`src/rtl/cone_isolation_ring_sums_assert.svh`:
```
// Assertion macros for the cone isolation ring sums block.
// Used inside modules that have clk and rst_n in scope; no other dependencies.
`ifndef CONE_ISOLATION_RING_SUMS_ASSERT_SVH
`define CONE_ISOLATION_RING_SUMS_ASSERT_SVH

// Same-cycle implication, checked at every rising edge out of reset
`define CIRS_ASSERT_IMPL(lbl, ante, cons, msg) \
    lbl: assert property (@(posedge clk) disable iff (!rst_n) (ante) |-> (cons)) \
        else $error(msg);

// Next-cycle implication
`define CIRS_ASSERT_NEXT(lbl, ante, cons, msg) \
    lbl: assert property (@(posedge clk) disable iff (!rst_n) (ante) |=> (cons)) \
        else $error(msg);

`endif

```
`src/rtl/cirs_pkg.sv`:
```
// Shared types, constants and helper functions for the cone isolation ring sums block.
// No dependencies; used by every module under rtl.
`default_nettype none

package cirs_pkg;

    // Field widths
    localparam int PT_BITS     = 16;
    localparam int ETA_BITS    = 14;
    localparam int PHI_BITS    = 13;
    localparam int CHARGE_BITS = 3;
    localparam int CFG_BITS    = 16;
    localparam int CNT_BITS    = 12;
    localparam int SUM_BITS    = 24;
    localparam int NUM_WIN     = 6;
    localparam int WIN_BITS    = 3;

    // Geometry widths: deltas grow by one bit, squared distance is twice the eta delta
    localparam int DETA_BITS = ETA_BITS + 1;
    localparam int DPHI_BITS = PHI_BITS + 1;
    localparam int D2_BITS   = 2 * DETA_BITS;

    // Selection and wrap constants (eta/phi in 1/1024, pt in quarter GeV)
    localparam int ETA_MAX    = 2560;
    localparam int PHI_HALF   = 3217;
    localparam int PHI_FULL   = 6434;
    localparam logic [PT_BITS-1:0] LEP_MIN_PT = PT_BITS'(40);

    // Squared ring radii, floor(r*r*2^20)
    localparam logic [D2_BITS-1:0] T01 = D2_BITS'(10485);
    localparam logic [D2_BITS-1:0] T02 = D2_BITS'(41943);
    localparam logic [D2_BITS-1:0] T03 = D2_BITS'(94371);
    localparam logic [D2_BITS-1:0] T04 = D2_BITS'(167772);
    localparam logic [D2_BITS-1:0] T07 = D2_BITS'(513802);
    localparam logic [D2_BITS-1:0] T08 = D2_BITS'(671088);

    localparam logic [WIN_BITS-1:0] LAST_WIN = WIN_BITS'(NUM_WIN - 1);
    localparam logic [CNT_BITS-1:0] CNT_MAX  = '1;
    localparam logic [SUM_BITS-1:0] SUM_MAX  = '1;

    typedef enum logic [1:0] {
        FUNC_BEGIN  = 2'd0,
        FUNC_CAND   = 2'd1,
        FUNC_FINISH = 2'd2,
        FUNC_NONE   = 2'd3
    } func_t;

    typedef enum logic [0:0] {
        CFG_MIN_PT       = 1'b0,
        CFG_CHARGED_ONLY = 1'b1
    } cfg_idx_t;

    typedef struct packed {
        logic [PT_BITS-1:0] min_pt;
        logic               charged_only;
    } cfg_t;

    // Item after the geometry stage
    typedef struct packed {
        func_t              func;
        logic [PT_BITS-1:0] pt;
        logic               keep;
        logic [D2_BITS-1:0] d2;
    } geom_t;

    // Accumulator snapshot handed to the result serialiser
    typedef struct packed {
        logic                              ok;
        logic [NUM_WIN-1:0][CNT_BITS-1:0]  counts;
        logic [NUM_WIN-1:0][SUM_BITS-1:0]  sums;
    } snap_t;

    // Ring membership, strict edges: inside r <=> d2 <= T
    function automatic logic [NUM_WIN-1:0] win_hits(input logic [D2_BITS-1:0] d2);
        logic [NUM_WIN-1:0] h;
        h[0] = (d2 <= T03);
        h[1] = (d2 <= T04);
        h[2] = (d2 > T03) && (d2 <= T07);
        h[3] = (d2 > T04) && (d2 <= T08);
        h[4] = (d2 > T01) && (d2 <= T08);
        h[5] = (d2 > T02) && (d2 <= T08);
        return h;
    endfunction

endpackage

`default_nettype wire

```
`src/rtl/cone_isolation_ring_sums.sv`:
```
// Cone isolation ring sums: top level with configuration registers.
// A finish passes the input, accumulator and snapshot registers, then one window per cycle
// goes out while out_ready is high; begin and candidate items give none. One item per
// cycle passes input register, geometry and accumulator stages unless a finish waits on
// the serialiser (six transfers per finish). Reset clears lepton, rings and config.
`default_nettype none

module cone_isolation_ring_sums (
    input  wire logic                                    clk,
    input  wire logic                                    rst_n,
    input  wire logic                                    in_valid,
    output logic                                         in_ready,
    input  wire logic [1:0]                              func,
    input  wire logic [cirs_pkg::PT_BITS-1:0]            pt,
    input  wire logic signed [cirs_pkg::ETA_BITS-1:0]    eta,
    input  wire logic signed [cirs_pkg::PHI_BITS-1:0]    phi,
    input  wire logic                                    is_candidate,
    input  wire logic                                    has_charge,
    input  wire logic signed [cirs_pkg::CHARGE_BITS-1:0] charge,
    output logic                                         out_valid,
    input  wire logic                                    out_ready,
    output logic [cirs_pkg::WIN_BITS-1:0]                window,
    output logic [cirs_pkg::CNT_BITS-1:0]                count,
    output logic [cirs_pkg::SUM_BITS-1:0]                sum_pt,
    output logic                                         lepton_passed,
    output logic                                         last,
    input  wire logic                                    cfg_we,
    input  wire logic [0:0]                              cfg_index,
    input  wire logic [cirs_pkg::CFG_BITS-1:0]           cfg_data
);

    cirs_pkg::cfg_t   cfg_reg, cfg_next;
    cirs_pkg::geom_t  geom;
    cirs_pkg::snap_t  snap;
    logic             geom_valid;
    logic             take;
    logic             snap_load;
    logic             emit_free;

    // Configuration writes
    always_comb
    begin
        cfg_next = cfg_reg;
        if (cfg_we)
        begin
            unique case (cirs_pkg::cfg_idx_t'(cfg_index))
                cirs_pkg::CFG_MIN_PT:       cfg_next.min_pt       = cfg_data[cirs_pkg::PT_BITS-1:0];
                cirs_pkg::CFG_CHARGED_ONLY: cfg_next.charged_only = cfg_data[0];
                default:                    cfg_next = cfg_reg;
            endcase
        end
    end

    always_ff @(posedge clk or negedge rst_n)
    begin
        if (!rst_n)
        begin
            cfg_reg <= '0;
        end
        else
        begin
            cfg_reg <= cfg_next;
        end
    end

    cirs_geom u_geom (
        .clk          (clk),
        .rst_n        (rst_n),
        .in_valid     (in_valid),
        .in_ready     (in_ready),
        .func         (func),
        .pt           (pt),
        .eta          (eta),
        .phi          (phi),
        .is_candidate (is_candidate),
        .has_charge   (has_charge),
        .charge       (charge),
        .cfg          (cfg_reg),
        .take         (take),
        .geom_valid   (geom_valid),
        .geom         (geom)
    );

    cirs_accum u_accum (
        .clk        (clk),
        .rst_n      (rst_n),
        .geom_valid (geom_valid),
        .geom       (geom),
        .take       (take),
        .emit_free  (emit_free),
        .snap_load  (snap_load),
        .snap       (snap)
    );

    cirs_emit u_emit (
        .clk           (clk),
        .rst_n         (rst_n),
        .load          (snap_load),
        .snap          (snap),
        .free          (emit_free),
        .out_valid     (out_valid),
        .out_ready     (out_ready),
        .window        (window),
        .count         (count),
        .sum_pt        (sum_pt),
        .lepton_passed (lepton_passed),
        .last          (last)
    );

endmodule

`default_nettype wire

```
`src/rtl/cirs_geom.sv`:
```
// Input register and geometry stage: candidate selection, delta eta / wrapped delta phi,
// squared distance. Holds the lepton position. Depends on cirs_pkg.
`default_nettype none

module cirs_geom (
    input  wire logic                                  clk,
    input  wire logic                                  rst_n,
    input  wire logic                                  in_valid,
    output logic                                       in_ready,
    input  wire logic [1:0]                            func,
    input  wire logic [cirs_pkg::PT_BITS-1:0]          pt,
    input  wire logic signed [cirs_pkg::ETA_BITS-1:0]  eta,
    input  wire logic signed [cirs_pkg::PHI_BITS-1:0]  phi,
    input  wire logic                                  is_candidate,
    input  wire logic                                  has_charge,
    input  wire logic signed [cirs_pkg::CHARGE_BITS-1:0] charge,
    input  wire cirs_pkg::cfg_t                        cfg,
    input  wire logic                                  take,
    output logic                                       geom_valid,
    output cirs_pkg::geom_t                            geom
);

    // Input register
    logic                                   a_valid_reg, a_valid_next;
    cirs_pkg::func_t                        a_func_reg;
    logic [cirs_pkg::PT_BITS-1:0]           a_pt_reg;
    logic signed [cirs_pkg::ETA_BITS-1:0]   a_eta_reg;
    logic signed [cirs_pkg::PHI_BITS-1:0]   a_phi_reg;
    logic                                   a_is_cand_reg;
    logic                                   a_has_charge_reg;
    logic signed [cirs_pkg::CHARGE_BITS-1:0] a_charge_reg;

    // Lepton position
    logic signed [cirs_pkg::ETA_BITS-1:0]   lep_eta_reg, lep_eta_next;
    logic signed [cirs_pkg::PHI_BITS-1:0]   lep_phi_reg, lep_phi_next;

    logic                                   in_xfer;
    logic                                   advance;
    logic                                   keep;
    logic signed [cirs_pkg::DETA_BITS-1:0]  deta;
    logic signed [cirs_pkg::DPHI_BITS-1:0]  dphi_raw;
    logic signed [cirs_pkg::DPHI_BITS-1:0]  dphi;
    logic signed [cirs_pkg::D2_BITS-1:0]    deta_w;
    logic signed [2*cirs_pkg::DPHI_BITS-1:0] dphi_w;
    logic signed [cirs_pkg::D2_BITS-1:0]    sq_eta;
    logic signed [2*cirs_pkg::DPHI_BITS-1:0] sq_phi;

    // Handshake
    assign advance    = a_valid_reg && take;
    assign in_ready   = !a_valid_reg || take;
    assign in_xfer    = in_valid && in_ready;
    assign geom_valid = a_valid_reg;

    always_comb
    begin
        a_valid_next = a_valid_reg;
        if (in_xfer)
        begin
            a_valid_next = 1'b1;
        end
        else if (advance)
        begin
            a_valid_next = 1'b0;
        end
    end

    always_ff @(posedge clk or negedge rst_n)
    begin
        if (!rst_n)
        begin
            a_valid_reg <= 1'b0;
        end
        else
        begin
            a_valid_reg <= a_valid_next;
        end
    end

    // Payload capture on transfer
    always_ff @(posedge clk)
    begin
        if (in_xfer)
        begin
            a_func_reg       <= cirs_pkg::func_t'(func);
            a_pt_reg         <= pt;
            a_eta_reg        <= eta;
            a_phi_reg        <= phi;
            a_is_cand_reg    <= is_candidate;
            a_has_charge_reg <= has_charge;
            a_charge_reg     <= charge;
        end
    end

    // Lepton load when a begin item leaves this stage
    always_comb
    begin
        lep_eta_next = lep_eta_reg;
        lep_phi_next = lep_phi_reg;
        if (advance && (a_func_reg == cirs_pkg::FUNC_BEGIN))
        begin
            lep_eta_next = a_eta_reg;
            lep_phi_next = a_phi_reg;
        end
    end

    always_ff @(posedge clk or negedge rst_n)
    begin
        if (!rst_n)
        begin
            lep_eta_reg <= '0;
            lep_phi_reg <= '0;
        end
        else
        begin
            lep_eta_reg <= lep_eta_next;
            lep_phi_reg <= lep_phi_next;
        end
    end

    // Candidate selection
    always_comb
    begin
        keep = a_is_cand_reg
            && (a_pt_reg >= cfg.min_pt)
            && (a_pt_reg != '0)
            && !(cfg.charged_only && a_has_charge_reg && (a_charge_reg == '0))
            && (a_eta_reg <= cirs_pkg::ETA_MAX)
            && (a_eta_reg >= -cirs_pkg::ETA_MAX);
    end

    // Deltas, phi wrapped by one turn at most
    always_comb
    begin
        deta     = cirs_pkg::DETA_BITS'(a_eta_reg) - cirs_pkg::DETA_BITS'(lep_eta_reg);
        dphi_raw = cirs_pkg::DPHI_BITS'(a_phi_reg) - cirs_pkg::DPHI_BITS'(lep_phi_reg);
        if (dphi_raw > cirs_pkg::PHI_HALF)
        begin
            dphi = dphi_raw - cirs_pkg::DPHI_BITS'(cirs_pkg::PHI_FULL);
        end
        else if (dphi_raw < -cirs_pkg::PHI_HALF)
        begin
            dphi = dphi_raw + cirs_pkg::DPHI_BITS'(cirs_pkg::PHI_FULL);
        end
        else
        begin
            dphi = dphi_raw;
        end
    end

    // Squares and squared distance
    always_comb
    begin
        deta_w = cirs_pkg::D2_BITS'(deta);
        dphi_w = (2*cirs_pkg::DPHI_BITS)'(dphi);
        sq_eta = deta_w * deta_w;
        sq_phi = dphi_w * dphi_w;
    end

    always_comb
    begin
        geom.func = a_func_reg;
        geom.pt   = a_pt_reg;
        geom.keep = keep;
        geom.d2   = $unsigned(sq_eta) + cirs_pkg::D2_BITS'($unsigned(sq_phi));
    end

endmodule

`default_nettype wire

```
`src/rtl/cirs_accum.sv`:
```
// Ring accumulator stage: registers the geometry result, applies begin/candidate to six
// saturating count and pt-sum accumulators, snapshots them on finish. Depends on cirs_pkg.
`default_nettype none

module cirs_accum (
    input  wire logic             clk,
    input  wire logic             rst_n,
    input  wire logic             geom_valid,
    input  wire cirs_pkg::geom_t  geom,
    output logic                  take,
    input  wire logic             emit_free,
    output logic                  snap_load,
    output cirs_pkg::snap_t       snap
);

    logic                                                  b_valid_reg, b_valid_next;
    cirs_pkg::geom_t                                       b_reg;
    logic                                                  lep_ok_reg, lep_ok_next;
    logic [cirs_pkg::NUM_WIN-1:0][cirs_pkg::CNT_BITS-1:0]  counts_reg, counts_next;
    logic [cirs_pkg::NUM_WIN-1:0][cirs_pkg::SUM_BITS-1:0]  sums_reg, sums_next;
    logic                                                  b_advance;
    logic [cirs_pkg::NUM_WIN-1:0]                          hits;
    logic [cirs_pkg::SUM_BITS:0]                           sum_wide;

    // A finish waits until the serialiser can take the snapshot
    assign b_advance = b_valid_reg
                    && ((b_reg.func != cirs_pkg::FUNC_FINISH) || emit_free);
    assign take      = !b_valid_reg || b_advance;
    assign hits      = cirs_pkg::win_hits(b_reg.d2);

    always_comb
    begin
        b_valid_next = b_valid_reg;
        if (take)
        begin
            b_valid_next = geom_valid;
        end
    end

    always_ff @(posedge clk or negedge rst_n)
    begin
        if (!rst_n)
        begin
            b_valid_reg <= 1'b0;
        end
        else
        begin
            b_valid_reg <= b_valid_next;
        end
    end

    always_ff @(posedge clk)
    begin
        if (take && geom_valid)
        begin
            b_reg <= geom;
        end
    end

    // Accumulator update
    always_comb
    begin
        counts_next = counts_reg;
        sums_next   = sums_reg;
        lep_ok_next = lep_ok_reg;
        snap_load   = 1'b0;
        sum_wide    = '0;
        if (b_advance)
        begin
            unique case (b_reg.func)
                cirs_pkg::FUNC_BEGIN:
                begin
                    counts_next = '0;
                    sums_next   = '0;
                    lep_ok_next = (b_reg.pt >= cirs_pkg::LEP_MIN_PT);
                end
                cirs_pkg::FUNC_CAND:
                begin
                    for (int w = 0; w < cirs_pkg::NUM_WIN; w++)
                    begin
                        sum_wide = {1'b0, sums_reg[w]}
                                 + (cirs_pkg::SUM_BITS + 1)'(b_reg.pt);
                        if (b_reg.keep && hits[w])
                        begin
                            if (counts_reg[w] != cirs_pkg::CNT_MAX)
                            begin
                                counts_next[w] = counts_reg[w] + 1'b1;
                            end
                            sums_next[w] = sum_wide[cirs_pkg::SUM_BITS]
                                         ? cirs_pkg::SUM_MAX
                                         : sum_wide[cirs_pkg::SUM_BITS-1:0];
                        end
                    end
                end
                cirs_pkg::FUNC_FINISH:
                begin
                    snap_load = 1'b1;
                end
                cirs_pkg::FUNC_NONE:
                begin
                    // unused code, dropped
                end
                default:
                begin
                end
            endcase
        end
    end

    always_ff @(posedge clk or negedge rst_n)
    begin
        if (!rst_n)
        begin
            counts_reg <= '0;
            sums_reg   <= '0;
            lep_ok_reg <= 1'b0;
        end
        else
        begin
            counts_reg <= counts_next;
            sums_reg   <= sums_next;
            lep_ok_reg <= lep_ok_next;
        end
    end

    always_comb
    begin
        snap.ok     = lep_ok_reg;
        snap.counts = counts_reg;
        snap.sums   = sums_reg;
    end

endmodule

`default_nettype wire

```
`src/rtl/cirs_emit.sv`:
```
// Result serialiser: holds a snapshot of the six rings and sends one window per transfer.
// Depends on cirs_pkg and cone_isolation_ring_sums_assert.svh.
`default_nettype none
`include "cone_isolation_ring_sums_assert.svh"

module cirs_emit (
    input  wire logic                           clk,
    input  wire logic                           rst_n,
    input  wire logic                           load,
    input  wire cirs_pkg::snap_t                snap,
    output logic                                free,
    output logic                                out_valid,
    input  wire logic                           out_ready,
    output logic [cirs_pkg::WIN_BITS-1:0]       window,
    output logic [cirs_pkg::CNT_BITS-1:0]       count,
    output logic [cirs_pkg::SUM_BITS-1:0]       sum_pt,
    output logic                                lepton_passed,
    output logic                                last
);

    logic                              busy_reg, busy_next;
    logic [cirs_pkg::WIN_BITS-1:0]     idx_reg, idx_next;
    cirs_pkg::snap_t                   snap_reg;
    logic                              out_xfer;
    logic                              at_last;

    assign at_last  = (idx_reg == cirs_pkg::LAST_WIN);
    assign out_xfer = busy_reg && out_ready;
    // Free now, or freed by the final transfer of this cycle
    assign free     = !busy_reg || (out_ready && at_last);

    always_comb
    begin
        busy_next = busy_reg;
        idx_next  = idx_reg;
        if (load)
        begin
            busy_next = 1'b1;
            idx_next  = '0;
        end
        else if (out_xfer)
        begin
            if (at_last)
            begin
                busy_next = 1'b0;
                idx_next  = '0;
            end
            else
            begin
                idx_next = idx_reg + 1'b1;
            end
        end
    end

    always_ff @(posedge clk or negedge rst_n)
    begin
        if (!rst_n)
        begin
            busy_reg <= 1'b0;
            idx_reg  <= '0;
        end
        else
        begin
            busy_reg <= busy_next;
            idx_reg  <= idx_next;
        end
    end

    always_ff @(posedge clk)
    begin
        if (load)
        begin
            snap_reg <= snap;
        end
    end

    // Output selection; a failed lepton reads as zeros
    always_comb
    begin
        out_valid     = busy_reg;
        window        = idx_reg;
        last          = at_last;
        lepton_passed = snap_reg.ok;
        count         = snap_reg.ok ? snap_reg.counts[idx_reg] : '0;
        sum_pt        = snap_reg.ok ? snap_reg.sums[idx_reg]   : '0;
    end

    // Checks
    `CIRS_ASSERT_IMPL(a_load_only_when_free, load, free, "snapshot loaded while results pending")
    `CIRS_ASSERT_NEXT(a_load_starts_at_zero, load, busy_reg && (idx_reg == '0), "load did not restart")
    `CIRS_ASSERT_NEXT(a_stall_holds_index, busy_reg && !out_ready, busy_reg && $stable(idx_reg), "index moved under stall")
    `CIRS_ASSERT_IMPL(a_idle_index_zero, !busy_reg, idx_reg == '0, "index not parked while idle")

endmodule

`default_nettype wire

```
`config.mk`:
```
export PLATFORM = sky130hd
export DESIGN_NAME = cone_isolation_ring_sums
export DESIGN_NICKNAME = d
export VERILOG_FILES = /design/src/rtl/cirs_pkg.sv /design/src/rtl/cone_isolation_ring_sums.sv /design/src/rtl/cirs_geom.sv /design/src/rtl/cirs_accum.sv /design/src/rtl/cirs_emit.sv
export VERILOG_INCLUDE_DIRS = /design/src /design/src/rtl
export SDC_FILE = /design/constraint.sdc
export NUM_CORES = 2
export LEC_CHECK = 0
export BUFFER_PORTS_ARGS = -buffer_cell sky130_fd_sc_hd__buf_2
export CAP_MARGIN = 0
export CORE_MARGIN = 2
export CORE_UTILIZATION = 40
export CTS_CLUSTER_SIZE = 24
export DETAILED_ROUTE_END_ITERATION = 16
export SLEW_MARGIN = 20
export SYNTH_ARGS = -nofsm -noshare
export SYNTH_HDL_FRONTEND = slang
export SYNTH_SLANG_ARGS = --single-unit
```
`constraint.sdc`:
```
create_clock -name clk -period 13.6 [get_ports clk]
set_input_delay 2.72 -clock clk [delete_from_list [all_inputs] [get_ports clk]]
set_output_delay 2.72 -clock clk [all_outputs]
set_load 0.01 [all_outputs]
```
==> impl_metrics.yaml <==
synthesis:
  synth_fp_nets: 5163
  async_flop_share_pct: 45.8
  syn_area_per_cell_sq_um: 10.3
  seq_area_frac_synth_pct: 35.8
  syn_area_sq_um: 45100
  syn_inst: 4386
  yosys.area.top_type_share_pct: 21.0
  synthTopCellsByArea: "edfxtp_1, fa_1, dfrtp_1"
  synth.largest_area_cell: "edfxtp_1"
  ys_warn_count: 0
  ys_types: 89
  synthFlopType: "edfxtp_1"
  synth_seq_cells: 583
  synth_edf_count: 316
job:
  cap_violations: 0
die:
  pin_count: 115
  core_area_sq_um: 112000
  die_h_um: 340
  die_w_um: 340
  fp-row-count: 123
  initial_core_util_pct: 40.2
  die_area_sq_um: 115000
global_routing:
  grt_max_degree: 90
  overflow: 0
  grt_util_all_layers_pct: 19.1
  grt_pass1_vias: 32900
  grt_pass1_wl_um: 176000
  antenna_found_initial: 0
min_path:
  holdPathStages: 0
  holdPathEnd: "u_emit.lepton_passed$_DFFE_PP_"
  hp-start: "u_accum.lep_ok_reg$_DFFE_PN0P_"
  hp-class: "register to register"
timing:
  tightest_slew_ns: 1.07
  tns_ns: 0
  post-route-period-util_pct: 95.8
  finalMaxSlewViolations: 0
  setup_viol: 0
  skew_ns: 0.0293
  fmax_mhz: 76.7
  hold_viol: 0
  fin_crit_ns: 13.04
  rsz0062_at_grt: "no"
  maxSlewHeadroom_pct: 28.0
finish:
  fin_nets: 5293
  area_delta_synth_final_pct: 10.8
  drive_gt1_share_pct: 9.49
  n_antenna_cell: 0
  final_common_cell: "inv_1"
  fillCellCount: 10700
  layout_common_cells: "inv_1, fa_1, nand2_1"
critical_path:
  critical_path.most_common_cell: "fa_1"
  slowest_delay_ns: 0.59
  reg2regPathDepth: 48
  cp_max_fo: 5
  critPathSlowestCell: "fa_2"
  cp-start-kind: "register"
  end_kind: "register"
  r2r_start: "u_geom.lep_phi_reg[0]$_DFFE_PN0P_"
  cp.arrival_ns: 13.42
  startpoint: "u_geom.lep_phi_reg[0]$_DFFE_PN0P_"
  cp_data_required_time_ns: 13.98
  r2r_slack_ns: 0.56
  r2r-end: "u_accum.b_reg[28]$_DFFE_PP_"
  crit_type: "register to register"
cts:
  cts_sinks: 583
  htree_levels: 3
  numCtsBuffers: 68
  cts_tree: "yes"
  clock_path_buffers: 3
  cts-root-buf: "clkbuf_16"
  clk_latency_ns: 0.64
  path_clk_slew_ns: 0.06
routing:
  drtPass1Iterations: 6
  vias: 31600
  via_per_inst: 5.21
  final_antenna_net_count: 0
  totalWireLength_um: 107000
  drt_iter0_drc: 1788
  drc: 0
  wl_per_cell_um: 17.7
place:
  portBuffers: 114
  gp_congestion: 0.887
  place_hpwl_um: 80900
status:
  status: "completed"
## synth_stat cells, drive strengths merged, types with 62 or more instances
cell type / count
xnor2: 139
clkbuf: 97
and2: 62
xor2: 87
nor3: 65
dfrtp: 267
nand3: 80
nand2: 392
inv: 631
nor2: 354
ha: 297
edfxtp: 316
fa: 408
a21oi: 176
o21ai: 301
## metal layers
metal	global-route usage, %	part of all wire (%)	up-vias
met1	24.2	42	15900
li1	-	-	15100
met2	34.3	51	562
met3	2.21	3.8	141
met4	5.32	2.6	0
met5	0	0	-
## worst max-delay path, delay by kind of cell, from the launching register on
family,cells,cell delay [ns]
buffers and inverters,8,0.44
xor gates and xnor gates,3,0.58
AOI/OAI and AO/OA,16,3.51
adders and majority gates,14,6.54
muxes,1,0.29
and+or+nand+nor,6,1.04
DFF,1,0.38
## kinds of logic (layout without fill, tap and decap cells)
logic type / count (synthesis) / count (layout) / synth area share (%)
flip-flops: 583 / 583 / 35.8
buffers and inverters: 764 / 949 / 6.43
AO/OA/AOI/OAI: 794 / 795 / 10.9
multiplexers: 119 / 119 / 3.73
AND/OR/NAND/NOR: 1195 / 1195 / 12.3
XOR/XNOR: 226 / 226 / 4.45
adder cells (fa/ha/maj): 705 / 705 / 26.3
## through the flow
step | utilization (%) | instance area [sq um] | instances | setup WS [ns] | hold WS [ns]
6_report | 44.6 | 50000 | 6072 | 0.565 | 0.454
5_1_grt | 44.6 | 50000 | 6072 | 0.0160 | 0.480
3_3_place_gp | 42.4 | 47600 | 5938 | 0.348 | 0.434
3_5_place_dp | 42.4 | 47600 | 5938 | 0.160 | 0.437
4_1_cts | 44.4 | 49900 | 6064 | 0.138 | 0.460
2_1_floorplan | - | 45100 | 4386 | 0.444 | 0.425
## how the worst max path moves through the flow
| stage | slack, ns | to |
|---|---|---|
| final | 0.56 | u_accum.b_reg[28]$_DFFE_PP_ |
| after global routing | 0.02 | u_accum.b_reg[28]$_DFFE_PP_ |
| after CTS | 0.14 | u_accum.b_reg[28]$_DFFE_PP_ |
| after detailed placement | 0.16 | u_accum.b_reg[28]$_DFFE_PP_ |
| after global placement | 0.35 | u_accum.b_reg[28]$_DFFE_PP_ |
| after floorplan | 0.44 | u_emit.lepton_passed$_DFFE_PP_ |
## final cells by class
type,instances,area [sq um],area share (%)
clock buffer,93,1830,3.65
multi-input combinational,3040,26200,52.4
tap,1500,1880,3.75
inverter,640,2400,4.80
timing repair buffer,183,1100,2.20
clock inverter,33,440,0.881
sequential,583,16200,32.4
## timing repair
| item | CTS | global route |
|---|---|---|
| endpoints found under the setup margin | 0 | 7 |
| hold buffers | 0 | 0 |
| buffers inserted | 0 | 7 |
| gates resized for setup | 0 | 15 |
Power is left out: the tool's default activity adds up to more than one toggle a clock period on the data nets, which glitch-free logic cannot reach.
